<file path="config.mk">
export PLATFORM = sky130hd
export DESIGN_NAME = tlb_lookup_insert_invalidate
export DESIGN_NICKNAME = d
export VERILOG_FILES = /design/src/rtl/tlb_pkg.sv /design/src/rtl/tlb_ctrl.sv /design/src/rtl/tlb_dp.sv /design/src/rtl/tlb_lookup_insert_invalidate.sv
export VERILOG_INCLUDE_DIRS = /design/src /design/src/rtl
export SDC_FILE = /design/constraint.sdc
export NUM_CORES = 1
export LEC_CHECK = 0
export ABC_CLOCK_PERIOD_IN_PS = 8100
export BUFFER_PORTS_ARGS = -buffer_cell sky130_fd_sc_hd__buf_2
export CORE_UTILIZATION = 63
export DETAILED_ROUTE_END_ITERATION = 7
export HOLD_SLACK_MARGIN = 0.06
export PLACE_DENSITY = 0.83
export RECOVER_POWER = 100
export SLEW_MARGIN = 40
export SYNTH_ARGS = -nofsm -noshare
export SYNTH_HDL_FRONTEND = slang
export SYNTH_SLANG_ARGS = --single-unit
</file>
<file path="constraint.sdc">
create_clock -name i_clk -period 8.1 [get_ports i_clk]
set_input_delay 0.81 -clock i_clk [delete_from_list [all_inputs] [get_ports i_clk]]
set_output_delay 0.81 -clock i_clk [all_outputs]
set_load 0.005 [all_outputs]
</file>
<file path="src/rtl/tlb_lookup_insert_invalidate_assert.svh">
// Assertion macros used by the translation buffer controller.
// Each use is sampled on i_clk and disabled while i_rst_n is low.
`ifndef TLB_LOOKUP_INSERT_INVALIDATE_ASSERT_SVH
`define TLB_LOOKUP_INSERT_INVALIDATE_ASSERT_SVH

// Consequent must hold in the same cycle as the antecedent
`define TLB_ASSERT_NOW(label, ante, cons) \
    label: assert property (@(posedge i_clk) disable iff (!i_rst_n) \
        (ante) |-> (cons)) else $error("translation buffer check failed");

// Consequent must hold in the cycle after the antecedent
`define TLB_ASSERT_NEXT(label, ante, cons) \
    label: assert property (@(posedge i_clk) disable iff (!i_rst_n) \
        (ante) |=> (cons)) else $error("translation buffer check failed");

`endif

</file>
<file path="src/rtl/tlb_pkg.sv">
package tlb_pkg;

    // Fixed field widths of the request and result
    localparam int REQ_W    = 2;
    localparam int PAGE_W   = 8;
    localparam int RIGHTS_W = 2;
    localparam int FRAME_W  = 7;

    // Default configuration
    localparam int ENTRIES_DEF   = 32;
    localparam int PAGE_BITS_DEF = 8;

    // Request kinds
    typedef enum logic [REQ_W-1:0] {
        REQ_LOOKUP = 2'd0,
        REQ_INSERT = 2'd1,
        REQ_INVAL  = 2'd2,
        REQ_FLUSH  = 2'd3
    } t_req;

    // Commands from the controller to the datapath
    typedef struct packed {
        logic load;    // capture the input transfer
        logic match;   // register tag compare and free vectors
        logic encode;  // register priority-encoded indexes
        logic read;    // read rights and frame of the matching entry
        logic exec;    // update the table and load the result
    } t_cmd;

endpackage

</file>
<file path="src/rtl/tlb_ctrl.sv">
module tlb_ctrl
    import tlb_pkg::*;
(
    input  logic i_clk,
    input  logic i_rst_n,
    input  logic i_valid,
    output logic o_ready,
    output logic o_valid,
    input  logic i_ready,
    output t_cmd o_cmd
);

`include "tlb_lookup_insert_invalidate_assert.svh"

    typedef enum logic [2:0] {
        S_IDLE,
        S_MATCH,
        S_ENC,
        S_READ,
        S_EXEC
    } t_state;

    t_state r_state;
    t_state n_state;
    logic   r_out_valid;
    logic   n_out_valid;
    logic   w_accept;
    logic   w_go;

    assign o_ready  = (r_state == S_IDLE);
    assign o_valid  = r_out_valid;
    assign w_accept = i_valid && o_ready;
    // Finish only once the output register is free or being emptied
    assign w_go     = (r_state == S_EXEC) && (!r_out_valid || i_ready);

    // Issue one command per step
    always_comb begin
        o_cmd        = '0;
        o_cmd.load   = w_accept;
        o_cmd.match  = (r_state == S_MATCH);
        o_cmd.encode = (r_state == S_ENC);
        o_cmd.read   = (r_state == S_READ);
        o_cmd.exec   = w_go;
    end

    // Advance through the steps of one request
    always_comb begin
        n_state = r_state;
        case (r_state)
            S_IDLE:  if (w_accept) n_state = S_MATCH;
            S_MATCH: n_state = S_ENC;
            S_ENC:   n_state = S_READ;
            S_READ:  n_state = S_EXEC;
            S_EXEC:  if (w_go) n_state = S_IDLE;
            default: n_state = S_IDLE;
        endcase
    end

    // Hold the result valid until its transfer
    always_comb begin
        n_out_valid = r_out_valid;
        if (w_go) begin
            n_out_valid = 1'b1;
        end else if (i_ready) begin
            n_out_valid = 1'b0;
        end
    end

    always_ff @(posedge i_clk) begin
        if (!i_rst_n) begin
            r_state     <= S_IDLE;
            r_out_valid <= 1'b0;
        end else begin
            r_state     <= n_state;
            r_out_valid <= n_out_valid;
        end
    end

    `TLB_ASSERT_NOW(a_one_cmd, 1'b1,
        $onehot0({o_cmd.load, o_cmd.match, o_cmd.encode, o_cmd.read, o_cmd.exec}))
    `TLB_ASSERT_NEXT(a_accept_starts, w_accept, r_state == S_MATCH)
    `TLB_ASSERT_NEXT(a_result_held, r_out_valid && !i_ready, r_out_valid)
    `TLB_ASSERT_NEXT(a_exec_gives_result, o_cmd.exec, r_out_valid && r_state == S_IDLE)

endmodule

</file>
<file path="src/rtl/tlb_dp.sv">
module tlb_dp
    import tlb_pkg::*;
#(
    parameter int ENTRIES   = ENTRIES_DEF,
    parameter int PAGE_BITS = PAGE_BITS_DEF
)
(
    input  logic                i_clk,
    input  logic                i_rst_n,
    input  t_cmd                i_cmd,
    input  logic [REQ_W-1:0]    i_req_type,
    input  logic [PAGE_W-1:0]   i_page_number,
    input  logic [RIGHTS_W-1:0] i_access_rights,
    input  logic [FRAME_W-1:0]  i_frame_in,
    output logic                o_hit,
    output logic [FRAME_W-1:0]  o_frame_out,
    output logic                o_table_full
);

    localparam int TAG_W  = (PAGE_BITS < PAGE_W) ? PAGE_BITS : PAGE_W;
    localparam int IDX_W  = (ENTRIES > 1) ? $clog2(ENTRIES) : 1;
    localparam int DATA_W = RIGHTS_W + FRAME_W;

    // Captured request
    t_req                r_req;
    logic [TAG_W-1:0]    r_page;
    logic [RIGHTS_W-1:0] r_rights;
    logic [FRAME_W-1:0]  r_frame;

    // Tags and valid bits in flops for the parallel compare
    logic [ENTRIES-1:0]  r_valid;
    logic [TAG_W-1:0]    r_tag [ENTRIES];

    // Rights and frame in a memory
    logic [DATA_W-1:0]   r_mem [ENTRIES];
    logic [DATA_W-1:0]   r_rd_data;

    logic [ENTRIES-1:0]  r_match_vec;
    logic [ENTRIES-1:0]  r_free_vec;
    logic [IDX_W-1:0]    w_m_idx;
    logic                w_m_any;
    logic [IDX_W-1:0]    w_f_idx;
    logic                w_f_any;
    logic [IDX_W-1:0]    r_m_idx;
    logic                r_m_any;
    logic [IDX_W-1:0]    r_f_idx;
    logic                r_f_any;

    logic                w_ins;
    logic                w_fill;
    logic                w_wr_en;
    logic [IDX_W-1:0]    w_wr_addr;

    logic                r_hit;
    logic [FRAME_W-1:0]  r_frame_out;
    logic                r_full;
    logic                n_hit;
    logic [FRAME_W-1:0]  n_frame_out;
    logic                n_full;

    // Capture the request on its transfer
    always_ff @(posedge i_clk) begin
        if (i_cmd.load) begin
            r_req    <= t_req'(i_req_type);
            r_page   <= i_page_number[TAG_W-1:0];
            r_rights <= i_access_rights;
            r_frame  <= i_frame_in;
        end
    end

    // Compare the page against every tag
    always_ff @(posedge i_clk) begin
        if (i_cmd.match) begin
            for (int i = 0; i < ENTRIES; i++) begin
                r_match_vec[i] <= r_valid[i] && (r_tag[i] == r_page);
            end
            r_free_vec <= ~r_valid;
        end
    end

    // Find the lowest matching and the lowest free entry
    always_comb begin
        w_m_idx = '0;
        w_m_any = 1'b0;
        w_f_idx = '0;
        w_f_any = 1'b0;
        for (int i = ENTRIES - 1; i >= 0; i--) begin
            if (r_match_vec[i]) begin
                w_m_idx = IDX_W'(i);
                w_m_any = 1'b1;
            end
            if (r_free_vec[i]) begin
                w_f_idx = IDX_W'(i);
                w_f_any = 1'b1;
            end
        end
    end

    always_ff @(posedge i_clk) begin
        if (i_cmd.encode) begin
            r_m_idx <= w_m_idx;
            r_m_any <= w_m_any;
            r_f_idx <= w_f_idx;
            r_f_any <= w_f_any;
        end
    end

    // Insert updates the match in place, else fills the lowest free entry
    assign w_ins     = i_cmd.exec && (r_req == REQ_INSERT);
    assign w_fill    = w_ins && !r_m_any && r_f_any;
    assign w_wr_en   = w_ins && (r_m_any || r_f_any);
    assign w_wr_addr = r_m_any ? r_m_idx : r_f_idx;

    // Write and read the rights and frame memory
    always_ff @(posedge i_clk) begin
        if (w_wr_en) begin
            r_mem[w_wr_addr] <= {r_rights, r_frame};
        end
        if (i_cmd.read) begin
            r_rd_data <= r_mem[r_m_idx];
        end
    end

    // Write the tag of a newly filled entry
    always_ff @(posedge i_clk) begin
        if (w_fill) begin
            r_tag[r_f_idx] <= r_page;
        end
    end

    // Set, clear or flush valid bits
    always_ff @(posedge i_clk) begin
        if (!i_rst_n) begin
            r_valid <= '0;
        end else if (i_cmd.exec) begin
            case (r_req)
                REQ_INSERT: if (!r_m_any && r_f_any) r_valid[r_f_idx] <= 1'b1;
                REQ_INVAL:  if (r_m_any) r_valid[r_m_idx] <= 1'b0;
                REQ_FLUSH:  r_valid <= '0;
                default:    r_valid <= r_valid;
            endcase
        end
    end

    // Form the result of the current request
    always_comb begin
        n_hit       = 1'b0;
        n_frame_out = '0;
        n_full      = 1'b0;
        case (r_req)
            REQ_LOOKUP: begin
                if (r_m_any && (r_rd_data[FRAME_W +: RIGHTS_W] >= r_rights)) begin
                    n_hit       = 1'b1;
                    n_frame_out = r_rd_data[FRAME_W-1:0];
                end
            end
            REQ_INSERT: n_full = !r_m_any && !r_f_any;
            default:    n_full = 1'b0;
        endcase
    end

    // Load the result register
    always_ff @(posedge i_clk) begin
        if (i_cmd.exec) begin
            r_hit       <= n_hit;
            r_frame_out <= n_frame_out;
            r_full      <= n_full;
        end
    end

    assign o_hit        = r_hit;
    assign o_frame_out  = r_frame_out;
    assign o_table_full = r_full;

endmodule

</file>
<file path="src/rtl/tlb_lookup_insert_invalidate.sv">
// Fully associative translation buffer with lookup, insert, invalidate and
// flush requests. Each request runs through these steps before the next
// input transfer is accepted: capture, a parallel compare of the page
// against all tags, a priority encode of the match and free vectors, a
// registered read of the rights/frame memory, and the table update with the
// result load. The result sits in an output register; a stalled result holds
// the block in its final step. Lookup hits on the lowest valid matching
// entry only if its rights code is at least the requested one. Insert
// rewrites a match or fills the lowest free entry; on a full table it is
// dropped and o_table_full is set. Reset clears all valid bits at once.
module tlb_lookup_insert_invalidate
    import tlb_pkg::*;
#(
    parameter int ENTRIES   = ENTRIES_DEF,
    parameter int PAGE_BITS = PAGE_BITS_DEF
)
(
    input  logic                i_clk,
    input  logic                i_rst_n,
    input  logic                i_valid,
    output logic                o_ready,
    input  logic [REQ_W-1:0]    i_req_type,
    input  logic [PAGE_W-1:0]   i_page_number,
    input  logic [RIGHTS_W-1:0] i_access_rights,
    input  logic [FRAME_W-1:0]  i_frame_in,
    output logic                o_valid,
    input  logic                i_ready,
    output logic                o_hit,
    output logic [FRAME_W-1:0]  o_frame_out,
    output logic                o_table_full
);

    t_cmd w_cmd;

    // Sequence the steps of each request
    tlb_ctrl u_ctrl (
        .i_clk   (i_clk),
        .i_rst_n (i_rst_n),
        .i_valid (i_valid),
        .o_ready (o_ready),
        .o_valid (o_valid),
        .i_ready (i_ready),
        .o_cmd   (w_cmd)
    );

    // Hold the table and compute results
    tlb_dp #(
        .ENTRIES   (ENTRIES),
        .PAGE_BITS (PAGE_BITS)
    ) u_dp (
        .i_clk           (i_clk),
        .i_rst_n         (i_rst_n),
        .i_cmd           (w_cmd),
        .i_req_type      (i_req_type),
        .i_page_number   (i_page_number),
        .i_access_rights (i_access_rights),
        .i_frame_in      (i_frame_in),
        .o_hit           (o_hit),
        .o_frame_out     (o_frame_out),
        .o_table_full    (o_table_full)
    );

endmodule
</file>
## Yosys cells after proc, flatten, opt, wreduce, memory -nomap -nowiden

Memories as Yosys holds them, arrays and structs flattened. A register that Yosys moved wholly into a read port is not among the register bits.
Index checks and enable logic that the tools add are counted.

- Order comparisons: 5
- Equality and inequality tests: 43
- Mux-type cells: 82
- Bitwise logic cells: 4
- Reductions and logical operators: 65

Operators with widths:

| kind | number |
|---|---|
| $eq 8x8->1 | 32 |
| $mux 5 | 33 |
| $pmux 32 s3 | 1 |
| $mux 32 | 2 |
| $mux 4 | 16 |
| $not 32->32 | 2 |
| $reduce_or 31->1 | 2 |
| $logic_and 1x1->1 | 43 |
| $and 32x32->32 | 1 |
| $or 32x32->32 | 1 |
| $reduce_or 16->1 | 2 |
| $mux 3 | 10 |
| $reduce_or 8->1 | 2 |
| $pmux 3 s5 | 1 |
| $mux 1 | 13 |
| $lt 5x6->1 const B | 2 |
| $demux 1 s5 | 2 |
| $ge 5x1->1 const B | 2 |
| $mux 2 | 4 |
| $reduce_or 4->1 | 2 |
| $eq 3x2->1 const B | 2 |
| $eq 2x2->1 const B | 2 |
| $ne 2x1->1 const B | 2 |
| $ne 2x2->1 const B | 2 |
| 13 further kinds | 18 |

- Register bits: 140
- Memory bits (writable): 544
- Bits of input ports: 23
- Output and inout port bits: 11
- Word-level logic and storage cells: 225
- Memories kept: 2

Memory list:

| memory | depth | bits a word | rd ports | clocked after memory_dff | write ports | line | RTL |
|---|---|---|---|---|---|---|---|
| u_dp.r_mem | 32 | 9 | 1 | 1 | 1 | tlb_dp.sv:35 | `logic [DATA_W-1:0] r_mem [ENTRIES];` |
| u_dp.r_tag | 32 | 8 | 32 | 0 | 1 | tlb_dp.sv:32 | `logic [TAG_W-1:0] r_tag [ENTRIES];` |

## Logic depth before layout (Yosys ltp)

Gate-level depths: netlist of the first run.

- Word-level depth: 31
- Mapped depth: 7
- Gate-level depth less buffers: 6

## Modules after synthesis

Synthesis of the first run repeated with hierarchy kept, for this count alone.

- Cells, all modules: 1629
- Area, all modules: 27831.7 um2

Modules (own cells, without submodules):

| module | instances | cells an instance | area each (um2) |
|---|---|---|---|
| tlb_dp | 1 | 1606 | 27607.7 |
| tlb_ctrl | 1 | 23 | 224.0 |

## Least setup slack after synthesis of the first run

OpenSTA, ideal clock, no wires.

- Path type: flip-flop to flip-flop
- Start point: register u_ctrl.r_state[0]
- End point: register u_dp.r_free_vec[0], enable pin
- Library setup time: 0.580 ns
- Arrival time: 5.190 ns
- Required time: 7.520 ns
- Path slack: 2.330 ns
- Cell stages (with the launch flop): 2
- Path buffers: 0
- Clock period less this slack: 5.770 ns
- Cell sequence: dfxtp_1 > nor3b_1

- Word-level cells in the longest chain between the ends: 1

Ends and longest elaborated chain:

| element | line | RTL |
|---|---|---|
| start: declaration | tlb_ctrl.sv:23 | `t_state r_state;` |
| start signal: assignment | tlb_ctrl.sv:74 | `r_state <= n_state;` |
| $eq 3x1->1 | tlb_ctrl.sv:40 | `o_cmd.match = (r_state == S_MATCH);` |
| end signal: assignment | tlb_dp.sv:77 | `r_free_vec <= ~r_valid;` |
| end: declaration | tlb_dp.sv:39 | `logic [ENTRIES-1:0] r_free_vec;` |

Every way passes these cells.
A chain may end at the register's enable or synchronous reset.

## Final worst setup path of the first run

- Start point: register u_dp.r_m_idx[0]
- End point: memory u_dp.r_mem[29][2] in the netlist's numbering, enable pin

- Word-level cells in the longest chain between the ends: 1

Ends and longest elaborated chain:

| element | line | RTL |
|---|---|---|
| start: declaration | tlb_dp.sv:44 | `logic [IDX_W-1:0] r_m_idx;` |
| start signal: assignment | tlb_dp.sv:101 | `r_m_idx <= w_m_idx;` |
| $mux 5 | tlb_dp.sv:112 | `assign w_wr_addr = r_m_any ? r_m_idx : r_f_idx;` |
| end: declaration | tlb_dp.sv:35 |  |

Every way passes these cells.

==> results of run 1 <==
cell families after synthesis:
| logic type | count (synthesis) | synth area share |
|---|---|---|
| DFF | 693 | 0.731 |
| and+or+nand+nor | 327 | 0.0651 |
| xor gates and xnor gates | 256 | 0.0802 |
| AOI/OAI and AO/OA | 190 | 0.0443 |
| buffers and inverters | 144 | 0.0201 |
| muxes | 73 | 0.0584 |
| adders and majority gates | 2 | 0.000894 |
power groups by stage:
stage	clock network (W)	registers, W	logic [W]
2_1_floorplan	0	0.00408	0.000222
3_3_place_gp	0	0.00406	0.000350
3_5_place_dp	0	0.00406	0.000368
4_1_cts	0.00306	0.00398	0.000374
5_1_grt	0.00319	0.00399	0.000402
6_report	0.00303	0.00399	0.000375
state kept, by name (all words and copies together) (netlist names), 5 cells and up:
signal,cells
u_dp.o_frame_out,7
u_dp.r_f_idx,5
u_dp.r_frame,7
u_dp.r_free_vec,32
u_dp.r_m_idx,5
u_dp.r_match_vec,32
u_dp.r_mem,288
u_dp.r_page,8
u_dp.r_rd_data,9
u_dp.r_tag,256
u_dp.r_valid,32
per-layer routing:
metal	global-route usage	part of all wire
met1	0.401	0.40
met5	0	0.00042
met2	0.404	0.45
met4	0.102	0.033
met3	0.0638	0.12
critical path, stage by stage, from the launching register on:
cell,delay (ps)
edfxtp_1,330
clkbuf_1,1930
nor2b_1,920
a21oi_1,170
clkbuf_1,420
nor2_1,850
layout by cell type (no fill, tap or decap), drive strengths merged, types with 4 or more instances in the layout:
cell type	netlist	layout
a21oi	54	54
edfxtp	657	657
a21boi	18	18
nand4	43	43
bufinv	0	4
o31ai	8	8
xor2	32	32
nor3b	9	9
xnor2	224	224
o21ai	25	25
clkinv	0	22
dfxtp	36	36
inv	62	63
a2111oi	4	4
mux4	72	72
nand2b	10	10
a22oi	36	36
clkbuf	51	125
nor2	79	79
or4	8	8
o21a	36	36
nor4	47	47
nand3	34	34
and2	15	15
buf	31	27
nor2b	10	10
nand2	37	37
nor3	19	19
layout make-up:
| cell class | count | share of cell area |
|---|---|---|
| timing repair buffer | 64 | 0.00973 |
| clock buffer | 88 | 0.0609 |
| tap | 585 | 0.0238 |
| sequential | 693 | 0.666 |
| inverter | 62 | 0.00757 |
| clock inverter | 28 | 0.00814 |
| multi-input combinational | 848 | 0.224 |
metrics by stage:
| stage | hold WS, ps | cells | total power [W] | area (um^2) | utilization |
|---|---|---|---|---|---|
| final | 402 | 2368 | 0.00740 | 30700 | 0.707 |
| after global placement | 441 | 2250 | 0.00441 | 28800 | 0.662 |
| after detailed placement | 464 | 2252 | 0.00442 | 28800 | 0.664 |
| after CTS | 378 | 2368 | 0.00742 | 31000 | 0.713 |
| after floorplan | 444 | 1685 | 0.00430 | 28000 | - |
| after global routing | 380 | 2368 | 0.00759 | 30700 | 0.707 |
worst max path at each step:
stage / end / slack [ps] / cells after the start
after floorplan: u_dp.r_free_vec[0]$_DFFE_PP_ / 2330 / 1
after global placement: u_dp.r_mem[10][2]$_DFFE_PP_ / 4710 / 6
after detailed placement: u_dp.r_mem[26][2]$_DFFE_PP_ / 4590 / 6
after CTS: u_dp.r_mem[6][7]$_DFFE_PP_ / 4590 / 6
after global routing: u_dp.r_mem[25][1]$_DFFE_PP_ / 2690 / 5
final: u_dp.r_mem[29][2]$_DFFE_PP_ / 3080 / 5
==> reports/qor.txt, run 1 <==
Status: complete, but fails checks
Failing checks: max-capacitance violations, max-slew violations
Async set-reset flop share out of synthesis: 0
Reg2reg end: u_dp.r_mem[29][2]$_DFFE_PP_
Crit Path Max Fanout: 35
Sequential cell area: 0.0204 mm^2
CTS resizes: 0
Pwr dens: 241 mW/mm^2
CTS tree: built
Site row count: 76
Hold Crit Endpoint: u_dp.r_page[6]$_DFFE_PP_
Worst min-delay path class: primary input to flop
Fraction of layout cells with a size suffix above 1: 0.112
Top post-synthesis cells by area: edfxtp_1 71%, xnor2_1 7.0%, mux4_2 5.8%
Grt ovf: 0
Drt drc: 0
PortBufs: 33
Clock Power Share: 0.410
Total wire length: 59500 um
Synth Cell Area: 0.0280 mm^2
Starting Density: 0.644
Layout area overhead: 9.85%
Core footprint: 0.0435 mm^2
Count of pins over their slew limit: 933
Post-Syn Instances: 1685
Initial DRT Pass Iterations: 7
Sequential share of power: 0.540
Slew HR: -1.73
CTS sink cnt: 693
Die Area: 0.0452 mm^2
Clock Latency Late Sink: 580 ps
Main synth FF type: edfxtp_1
Area share of the largest cell type after synthesis: 0.705
Hold path start: i_page_number[6]
Largest net degree at the start of global routing: 77
Final ANT Viol Nets: 0
Worst R2R Path Depth: 5
Hold Path Depth: 1
Final period utilization: 0.620
Fin nets: 1761
GR Util All Layers: 0.273
First-pass GRT wire length: 89900 um
Vias in the first global route: 14800
Max Cap Viol: 22
Post-DP HPWL: 34900 um
Sw frac: 0.208
Post-synth EDFFs: 657
Die height: 213 um
Setup TNS: 0 ps
Crit end category: flop
Clk pin slew, worst setup/hold paths: 60 ps
Setup Buffers After CTS: 0
Setup Skew: 14.8 ps
Inserted Diodes: 0
Synth cell types: 46
Synthesized area per cell: 16.6 um^2
Worst Setup Start Kind: flop
Post-cts hold buffer count: 0
R2R Setup Slk: 3080 ps
Worst Tran Pin Value: 4090 ps
Fillers: 2610
Internal power: 0.00586 W
Synthesis Warnings: 0
Routed WL per cell: 25.1 um
Leak Pwr: 9.36 nW
GP Congestion: 0.909
Worst path arrival time: 5220 ps
Area of the multi-input gates: 0.00689 mm^2
First DRT Iteration DRCs: 1987
Sequential area share after synthesis: 0.731
Final worst-path setup slack: 3080 ps
Final Setup Violations: 0
Most frequent cell after synthesis: edfxtp_1
FF-to-FF Start: u_dp.r_m_idx[0]$_SDFFCE_PP0N_
Synth Net Count: 1710
Crit Path Class: flop to flop
Crit path launch: u_dp.r_m_idx[0]$_SDFFCE_PP0N_
Post-synth top cells: 657 x edfxtp_1, 224 x xnor2_1, 72 x mux4_2, 63 x nor2_1, 62 x inv_1
Vias: 15100
RSZ-0062 raised after global routing: false
Final Hold Fails: 0
CTS Root Cell: clkbuf_16
Antenna violations before repair: 3
Power share of the combinational group: 0.051
DP Worst Slack: 4590 ps
CP Data Required Time: 8300 ps
Max Root-Sink Buffers: 3
Ports: 34
Psw: 0.00154 W
Fmax: 199 MHz
Synth area leader: edfxtp_1
H-tree levels: 3
Die X: 213 um
Fin crit period: 5020 ps
Num CTS Buffers: 67
Via/cell ratio: 6.39
Worst VDD drop: 273 uV
Seq cells post-synth: 693
Power figures use the tool's default switching activity.
==> run 2, diff against run 1 <==
--- a/config.mk
+++ b/config.mk
@@ -6,12 +6,12 @@
 export SDC_FILE = /design/constraint.sdc
 export NUM_CORES = 1
 export LEC_CHECK = 0
-export ABC_CLOCK_PERIOD_IN_PS = 8100
+export ABC_CLOCK_PERIOD_IN_PS = 4440
 export BUFFER_PORTS_ARGS = -buffer_cell sky130_fd_sc_hd__buf_2
-export CORE_UTILIZATION = 63
+export CORE_UTILIZATION = 57
 export DETAILED_ROUTE_END_ITERATION = 7
 export HOLD_SLACK_MARGIN = 0.06
-export PLACE_DENSITY = 0.83
+export PLACE_DENSITY = 0.79
 export RECOVER_POWER = 100
 export SLEW_MARGIN = 40
 export SYNTH_ARGS = -nofsm -noshare
==> constraint.sdc (replaced) <==
create_clock -name i_clk -period 4.44 [get_ports i_clk]
set_input_delay 0.444 -clock i_clk [delete_from_list [all_inputs] [get_ports i_clk]]
set_output_delay 0.444 -clock i_clk [all_outputs]
set_load 0.005 [all_outputs]
==> reports/qor.txt, run 2 (synthesis gave the netlist of run 1 again) <==
Setup TNS: 0 ps (unchanged)
Worst Tran Pin Value: 2440 ps (-1650 ps)
Fraction of layout cells with a size suffix above 1: 0.117 (+0.00494)
Slew HR: -0.626 (+1.10)
First DRT Iteration DRCs: 1784 (-10%)
Fin util: 0.649 (-0.0583)
First-pass GRT wire length: 91500 um (+1.7%)
Routed WL per cell: 24.9 um (-0.80%)
R2R Setup Slk: 1010 ps (-2070 ps)
CP cell instances: clkbuf_1 > o211ai_1 > clkbuf_1 > o21ai_0 > a21boi_0
Leak Pwr: 9.55 nW (+2.0%)
Area of the multi-input gates: 0.00693 mm^2 (+0.49%)
Fin crit period: 3430 ps (-1590 ps)
Internal power: 0.0109 W (+85%)
Hold Crit Endpoint: u_ctrl.r_state[0]$_SDFFE_PN0P_
Drt drc: 0 (unchanged)
CP Data Required Time: 4920 ps (-3380 ps)
GR Util All Layers: 0.248 (-0.0249)
Vias in the first global route: 14900 (+0.65%)
Die height: 224 um (+5.1%)
Crit Path Max Fanout: 35 (unchanged)
Die Area: 0.0500 mm^2 (+10%)
Worst R2R Path Depth: 5 (unchanged)
Largest net degree at the start of global routing: 66 (-14%)
CP most frequent cell: clkbuf_1
Fillers: 3158 (+21%)
Final Hold Fails: 0 (unchanged)
Count of pins over their slew limit: 455 (-51%)
CP max stage delay: 1170 ps (-760 ps)
CP bufs+invs: 2 (unchanged)
Sequential cell area: 0.0204 mm^2 (unchanged)
Hold Path Depth: 3 (+2)
Met3 Use GR: 0.0614 (-0.00246)
Worst VDD drop: 300 uV (+10%)
Max Cap Viol: 14 (-36%)
Reg2reg end: u_dp.r_valid[7]$_SDFFE_PN0P_
Antenna violations before repair: 0 (-3)
Inserted Diodes: 0 (unchanged)
Die X: 224 um (+5.1%)
Psw: 0.00283 W (+84%)
Status: complete, but fails checks
Grt ovf: 0 (unchanged)
CTS tree: built
Most flops, register: u_dp.r_mem
Worst min-delay path class: primary input to flop
Failing checks: max-capacitance violations, max-slew violations
Vias: 15200 (+0.16%)
CTS Root Cell: clkbuf_16
Num CTS Buffers: 69 (+3.0%)
Max Root-Sink Buffers: 3 (unchanged)
Final period utilization: 0.772 (+0.153)
RSZ-0062 raised after global routing: false
Worst path arrival time: 3910 ps (-1310 ps)
Sw frac: 0.207 (-0.00147)
Most common cell after layout, fill and taps aside: edfxtp_1
Core footprint: 0.0480 mm^2 (+11%)
Setup Skew: 24.4 ps (+9.64 ps)
DP Worst Slack: 1530 ps (-3070 ps)
Via/cell ratio: 6.23 (-2.6%)
Clock Power Share: 0.418 (+0.008)
Final ANT Viol Nets: 0 (unchanged)
CTS resizes: 0 (unchanged)
Worst Setup Start Kind: flop
Post-DP HPWL: 38100 um (+9.1%)
Family with the most delay on the worst path: buffers and inverters
Regs by FF count: u_dp.r_mem x288, u_dp.r_tag x256
FF-to-FF Start: u_dp.r_req[0]$_DFFE_PP_
Final worst-path setup slack: 1010 ps (-2070 ps)
H-tree levels: 3 (unchanged)
Starting Density: 0.582 (-0.0615)
Commonest cells after routing, fill and taps aside: 657 x edfxtp_1, 224 x xnor2_1, 79 x nor2_1
Fin nets: 1796 (+2.0%)
Power share of the combinational group: 0.049 (-0.002)
Initial DRT Pass Iterations: 5 (-2)
Crit Path Class: flop to flop
Slowest stage cell, crit path: clkbuf_1
Hold path start: i_valid
Crit end category: flop
Ports: 34 (unchanged)
Total power: 0.0137 W (+85%)
Pwr dens: 439 mW/mm^2 (+82%)
Setup Buffers After CTS: 0 (unchanged)
CTS sink cnt: 693 (unchanged)
Met2 Use GR: 0.365 (-0.0391)
Most Used Layer, Global Route: met1
Fmax: 292 MHz (+46%)
Sequential share of power: 0.533 (-0.007)
Met1 Track Usage GR: 0.367 (-0.0341)
PortBufs: 33 (unchanged)
Total wire length: 60700 um (+2.0%)
Final Setup Violations: 0 (unchanged)
GP Congestion: 0.908 (-0.20%)
Max reg flops: 288 (unchanged)
Site row count: 80 (+5.3%)
Clk pin slew, worst setup/hold paths: 60 ps (about the same)
Clock Latency Late Sink: 600 ps (+20 ps)
Layout area overhead: 11.4%
==> run 2: cell types whose count changed in the layout (fill, tap and decap cells not counted), moves of 3 or more <==
cell | before | now
bufinv_16 | 4 | 7
buf_4 | 5 | 8
buf_2 | 20 | 26
clkinv_1 | 6 | 15
dlygate4sd3_1 | 0 | 19
clkinv_2 | 13 | 8
a21oi_2 | 1 | 4
clkinv_4 | 3 | 0
a21oi_1 | 53 | 50
clkbuf_8 | 3 | 0
==> run 2: layout make-up <==
| cell class | instances | share of cell area |
|---|---|---|
| flip-flops and latches | 693 | 0.656 |
| inverters | 62 | 0.00747 |
| well taps | 615 | 0.0247 |
| multi-input cells | 848 | 0.222 |
| clock buffers | 88 | 0.0604 |
| clock inverters | 31 | 0.0101 |
| repair buffers | 97 | 0.0190 |
==> run 2: layer usage <==
layer,wire length (um),vias up,part of all wire
met2,27200,823,0.45
met4,1560,0,0.026
met3,6290,123,0.10
li1,-,6581,-
met1,25600,7638,0.42
met5,0,-,0
==> run 2: worst max path at each step <==
stage / startpoint / end / slack [ps] / cells after the start
2_1_floorplan: u_ctrl.r_state[0]$_SDFFE_PN0P_ / u_dp.r_free_vec[0]$_DFFE_PP_ / 980 / 1
3_3_place_gp: u_dp.r_m_idx[0]$_SDFFCE_PP0N_ / u_dp.r_mem[5][0]$_DFFE_PP_ / 1120 / 3
3_5_place_dp: u_dp.r_m_idx[0]$_SDFFCE_PP0N_ / u_dp.r_mem[1][6]$_DFFE_PP_ / 1530 / 3
4_1_cts: u_dp.r_m_idx[0]$_SDFFCE_PP0N_ / u_dp.r_mem[9][0]$_DFFE_PP_ / 1480 / 3
5_1_grt: u_dp.r_rights[0]$_DFFE_PP_ / u_dp.o_frame_out[6]$_SDFFCE_PN0P_ / 770 / 6
6_report: u_dp.r_req[0]$_DFFE_PP_ / u_dp.r_valid[7]$_SDFFE_PN0P_ / 1010 / 5
==> run 2: through the flow <==
stage / std cells / hold slack [ps] / instance area, um^2
global placement: 2283 / 465 / 28900
floorplan: 1685 / 444 / 28000
global route: 2434 / 166 / 31200
CTS: 2434 / 135 / 31500
finish: 2434 / 154 / 31200
detailed placement: 2296 / 469 / 29100
==> run 2: power groups by stage <==
stage	registers [W]	logic [W]	clock network, W
floorplan	0.00744	0.000406	0
global placement	0.00746	0.000597	0
detailed placement	0.00742	0.000677	0
CTS	0.00729	0.000697	0.00577
global route	0.00729	0.000718	0.00600
finish	0.00729	0.000668	0.00573
==> run 2: worst register-to-register path, stage by stage, from the launching register on <==
cell      delay (ps)
edfxtp_1         530
clkbuf_1         660
o211ai_1         400
clkbuf_1        1170
o21ai_0          250
a21boi_0         320
==> run 2: what timing repair did <==
item | 4_1_cts | 5_1_grt
endpoints found under the setup margin | 0 | 0
hold endpoints to repair | 19 | 0
hold buffers | 19 | 0
==> run 3, diff against run 2 <==
--- a/config.mk
+++ b/config.mk
@@ -6,7 +6,7 @@
 export SDC_FILE = /design/constraint.sdc
 export NUM_CORES = 1
 export LEC_CHECK = 0
-export ABC_CLOCK_PERIOD_IN_PS = 4440
+export ABC_CLOCK_PERIOD_IN_PS = 2960
 export BUFFER_PORTS_ARGS = -buffer_cell sky130_fd_sc_hd__buf_2
 export CORE_UTILIZATION = 57
 export DETAILED_ROUTE_END_ITERATION = 7
==> constraint.sdc (replaced) <==
create_clock -name i_clk -period 2.96 [get_ports i_clk]
set_input_delay 0.296 -clock i_clk [delete_from_list [all_inputs] [get_ports i_clk]]
set_output_delay 0.296 -clock i_clk [all_outputs]
set_load 0.005 [all_outputs]
==> reports/qor.txt, run 3 (synthesis gave the netlist of run 1 again) <==
Max Cap Viol: 6 (-8)
Die X: 224 um (unchanged)
Max Root-Sink Buffers: 3 (unchanged)
Layout area overhead: 13.3%
Post-cts hold buffer count: 20 (+1)
Fmax: 357 MHz (+23%)
Final ANT Viol Nets: 0 (unchanged)
Setup Skew: 27.7 ps (+3.31 ps)
Grt ovf: 0 (unchanged)
Regs by FF count: u_dp.r_mem x288, u_dp.r_tag x256
Final Setup Violations: 0 (unchanged)
Worst path arrival time: 3060 ps (-850 ps)
GP Congestion: 0.926 (+2.0%)
Slew HR: -0.304 (+0.322)
First-pass GRT wire length: 95000 um (+3.9%)
Num CTS Buffers: 69 (unchanged)
Largest net degree at the start of global routing: 76 (+15%)
Setup TNS: 0 ps (unchanged)
Die height: 224 um (unchanged)
Ports: 34 (unchanged)
Failing checks: max-capacitance violations, max-slew violations
Site row count: 80 (unchanged)
Fin nets: 1840 (+2.4%)
GR Util All Layers: 0.258 (+0.00923)
Fin crit period: 2800 ps (-632 ps)
Most common cell after layout, fill and taps aside: edfxtp_1
Top Layer Used: met4
Leak Pwr: 9.86 nW (+3.2%)
Final Hold Fails: 0 (unchanged)
Die Area: 0.0500 mm^2 (unchanged)
Crit Path Class: flop to flop
Worst Tran Pin Value: 1960 ps (-483 ps)
Vias: 15500 (+2.5%)
Internal power: 0.0165 W (+52%)
CP Data Required Time: 3220 ps (-1700 ps)
Met3 routed WL: 6560 um (+4.3%)
Commonest cells after routing, fill and taps aside: 657 x edfxtp_1, 224 x xnor2_1, 79 x nor2_1
Worst VDD drop: 416 uV (+39%)
Routed WL per cell: 25.2 um (+0.93%)
Psw: 0.00438 W (+55%)
Crit Path Max Fanout: 75 (+110%)
Pwr dens: 660 mW/mm^2 (+50%)
Clock Latency Late Sink: 600 ps (about the same)
Initial DRT Pass Iterations: 5 (unchanged)
Max reg flops: 288 (unchanged)
Status: complete, but fails checks
Crit end category: flop
Power share of the combinational group: 0.050 (about the same)
Routed wl met2: 28600 um (+5.2%)
H-tree levels: 3 (unchanged)
Sequential share of power: 0.523 (-0.010)
Core footprint: 0.0480 mm^2 (unchanged)
Drt drc: 0 (unchanged)
Worst Setup Start Kind: flop
Clk pin slew, worst setup/hold paths: 60 ps (about the same)
Count of pins over their slew limit: 244 (-46%)
Post-DP HPWL: 37700 um (-1.1%)
First DRT Iteration DRCs: 1987 (+11%)
Starting Density: 0.582 (unchanged)
Antenna violations before repair: 0 (unchanged)
Total power: 0.0209 W (+53%)
Met1 wire length: 25500 um (-0.36%)
CTS Root Cell: clkbuf_16
Worst min-delay path class: primary input to flop
Sw frac: 0.210 (+0.00306)
Setup Buffers After CTS: 0 (unchanged)
PortBufs: 33 (unchanged)
CTS sink cnt: 693 (unchanged)
Clock Power Share: 0.426 (+0.008)
Total wire length: 62600 um (+3.1%)
CTS tree: built
CTS resizes: 0 (unchanged)
RSZ-0062 raised after global routing: false
Vias in the first global route: 15400 (+3.5%)
Final period utilization: 0.945 (+0.173)
Via/cell ratio: 6.25 (+0.28%)
Fraction of layout cells with a size suffix above 1: 0.143 (+0.0262)
Most flops, register: u_dp.r_mem
==> run 3: cell count changes in the layout (fill, tap and decap cells not counted), sizes merged <==
cell	change
dlygate4sd3	+1
inv	+5
clkinvlp	+1
clkinv	-6
diode	+1
clkbuf	+18
buf	+33
==> run 3: final cells by class <==
| cell class | count | area, um^2 |
|---|---|---|
| Clock inverter | 31 | 360 |
| Fill cell | 3122 | 16400 |
| Clock buffer | 96 | 1960 |
| Antenna cell | 1 | 2.50 |
| Tap cell | 615 | 769 |
| Inverter | 62 | 233 |
| Sequential cell | 693 | 20400 |
| Timing Repair Buffer | 141 | 996 |
| Multi-Input combinational cell | 848 | 6910 |
==> run 3: final timing paths <==
check / start / to / slack [ps] / depth (start not counted)
worst max-delay path: u_dp.r_m_idx[1]$_SDFFCE_PP0N_ / u_dp.r_mem[14][8]$_DFFE_PP_ / 160 / 7
worst min-delay path: i_ready / u_ctrl.o_valid$_SDFFE_PN0P_ / 170 / 3
worst max register to register: u_dp.r_m_idx[1]$_SDFFCE_PP0N_ / u_dp.r_mem[14][8]$_DFFE_PP_ / 160 / 7
worst min register to register: u_dp.r_valid[21]$_SDFFE_PN0P_ / u_dp.r_free_vec[21]$_DFFE_PP_ / 470 / 1
==> run 3: critical path: stages, from the launching register on <==
cell	delay (ps)
edfxtp_1	350
clkbuf_4	910
nor2b_1	220
buf_4	250
a21oi_1	100
buf_4	200
nor2_1	140
clkbuf_2	280
==> run 3: power groups by stage <==
stage	combinational [W]	sequential [W]	clock, W
floorplan	0.000610	0.0112	0
global placement	0.000970	0.0112	0
detailed placement	0.00106	0.0111	0
CTS	0.00110	0.0109	0.00900
global route	0.00113	0.0109	0.00935
finish	0.00105	0.0109	0.00890
==> run 3: per-layer routing <==
layer	global-route usage	vias up
met3	0.0529	134
li1	-	6690
met4	0.0904	0
met1	0.378	7845
met5	0	-
met2	0.387	869
==> run 3: metrics by stage <==
| stage | setup slack (ps) | std cells | cell area [um^2] | hold WS [ps] | util |
|---|---|---|---|---|---|
| 6_report | 163 | 2487 | 31700 | 171 | 0.659 |
| 5_1_grt | 46.3 | 2486 | 31700 | 186 | 0.659 |
| 4_1_cts | 257 | 2486 | 32000 | 142 | 0.666 |
| 3_5_place_dp | 296 | 2339 | 29500 | 462 | 0.614 |
| 3_3_place_gp | 437 | 2331 | 29400 | 463 | 0.612 |
| 2_1_floorplan | 394 | 1685 | 28000 | 395 | - |
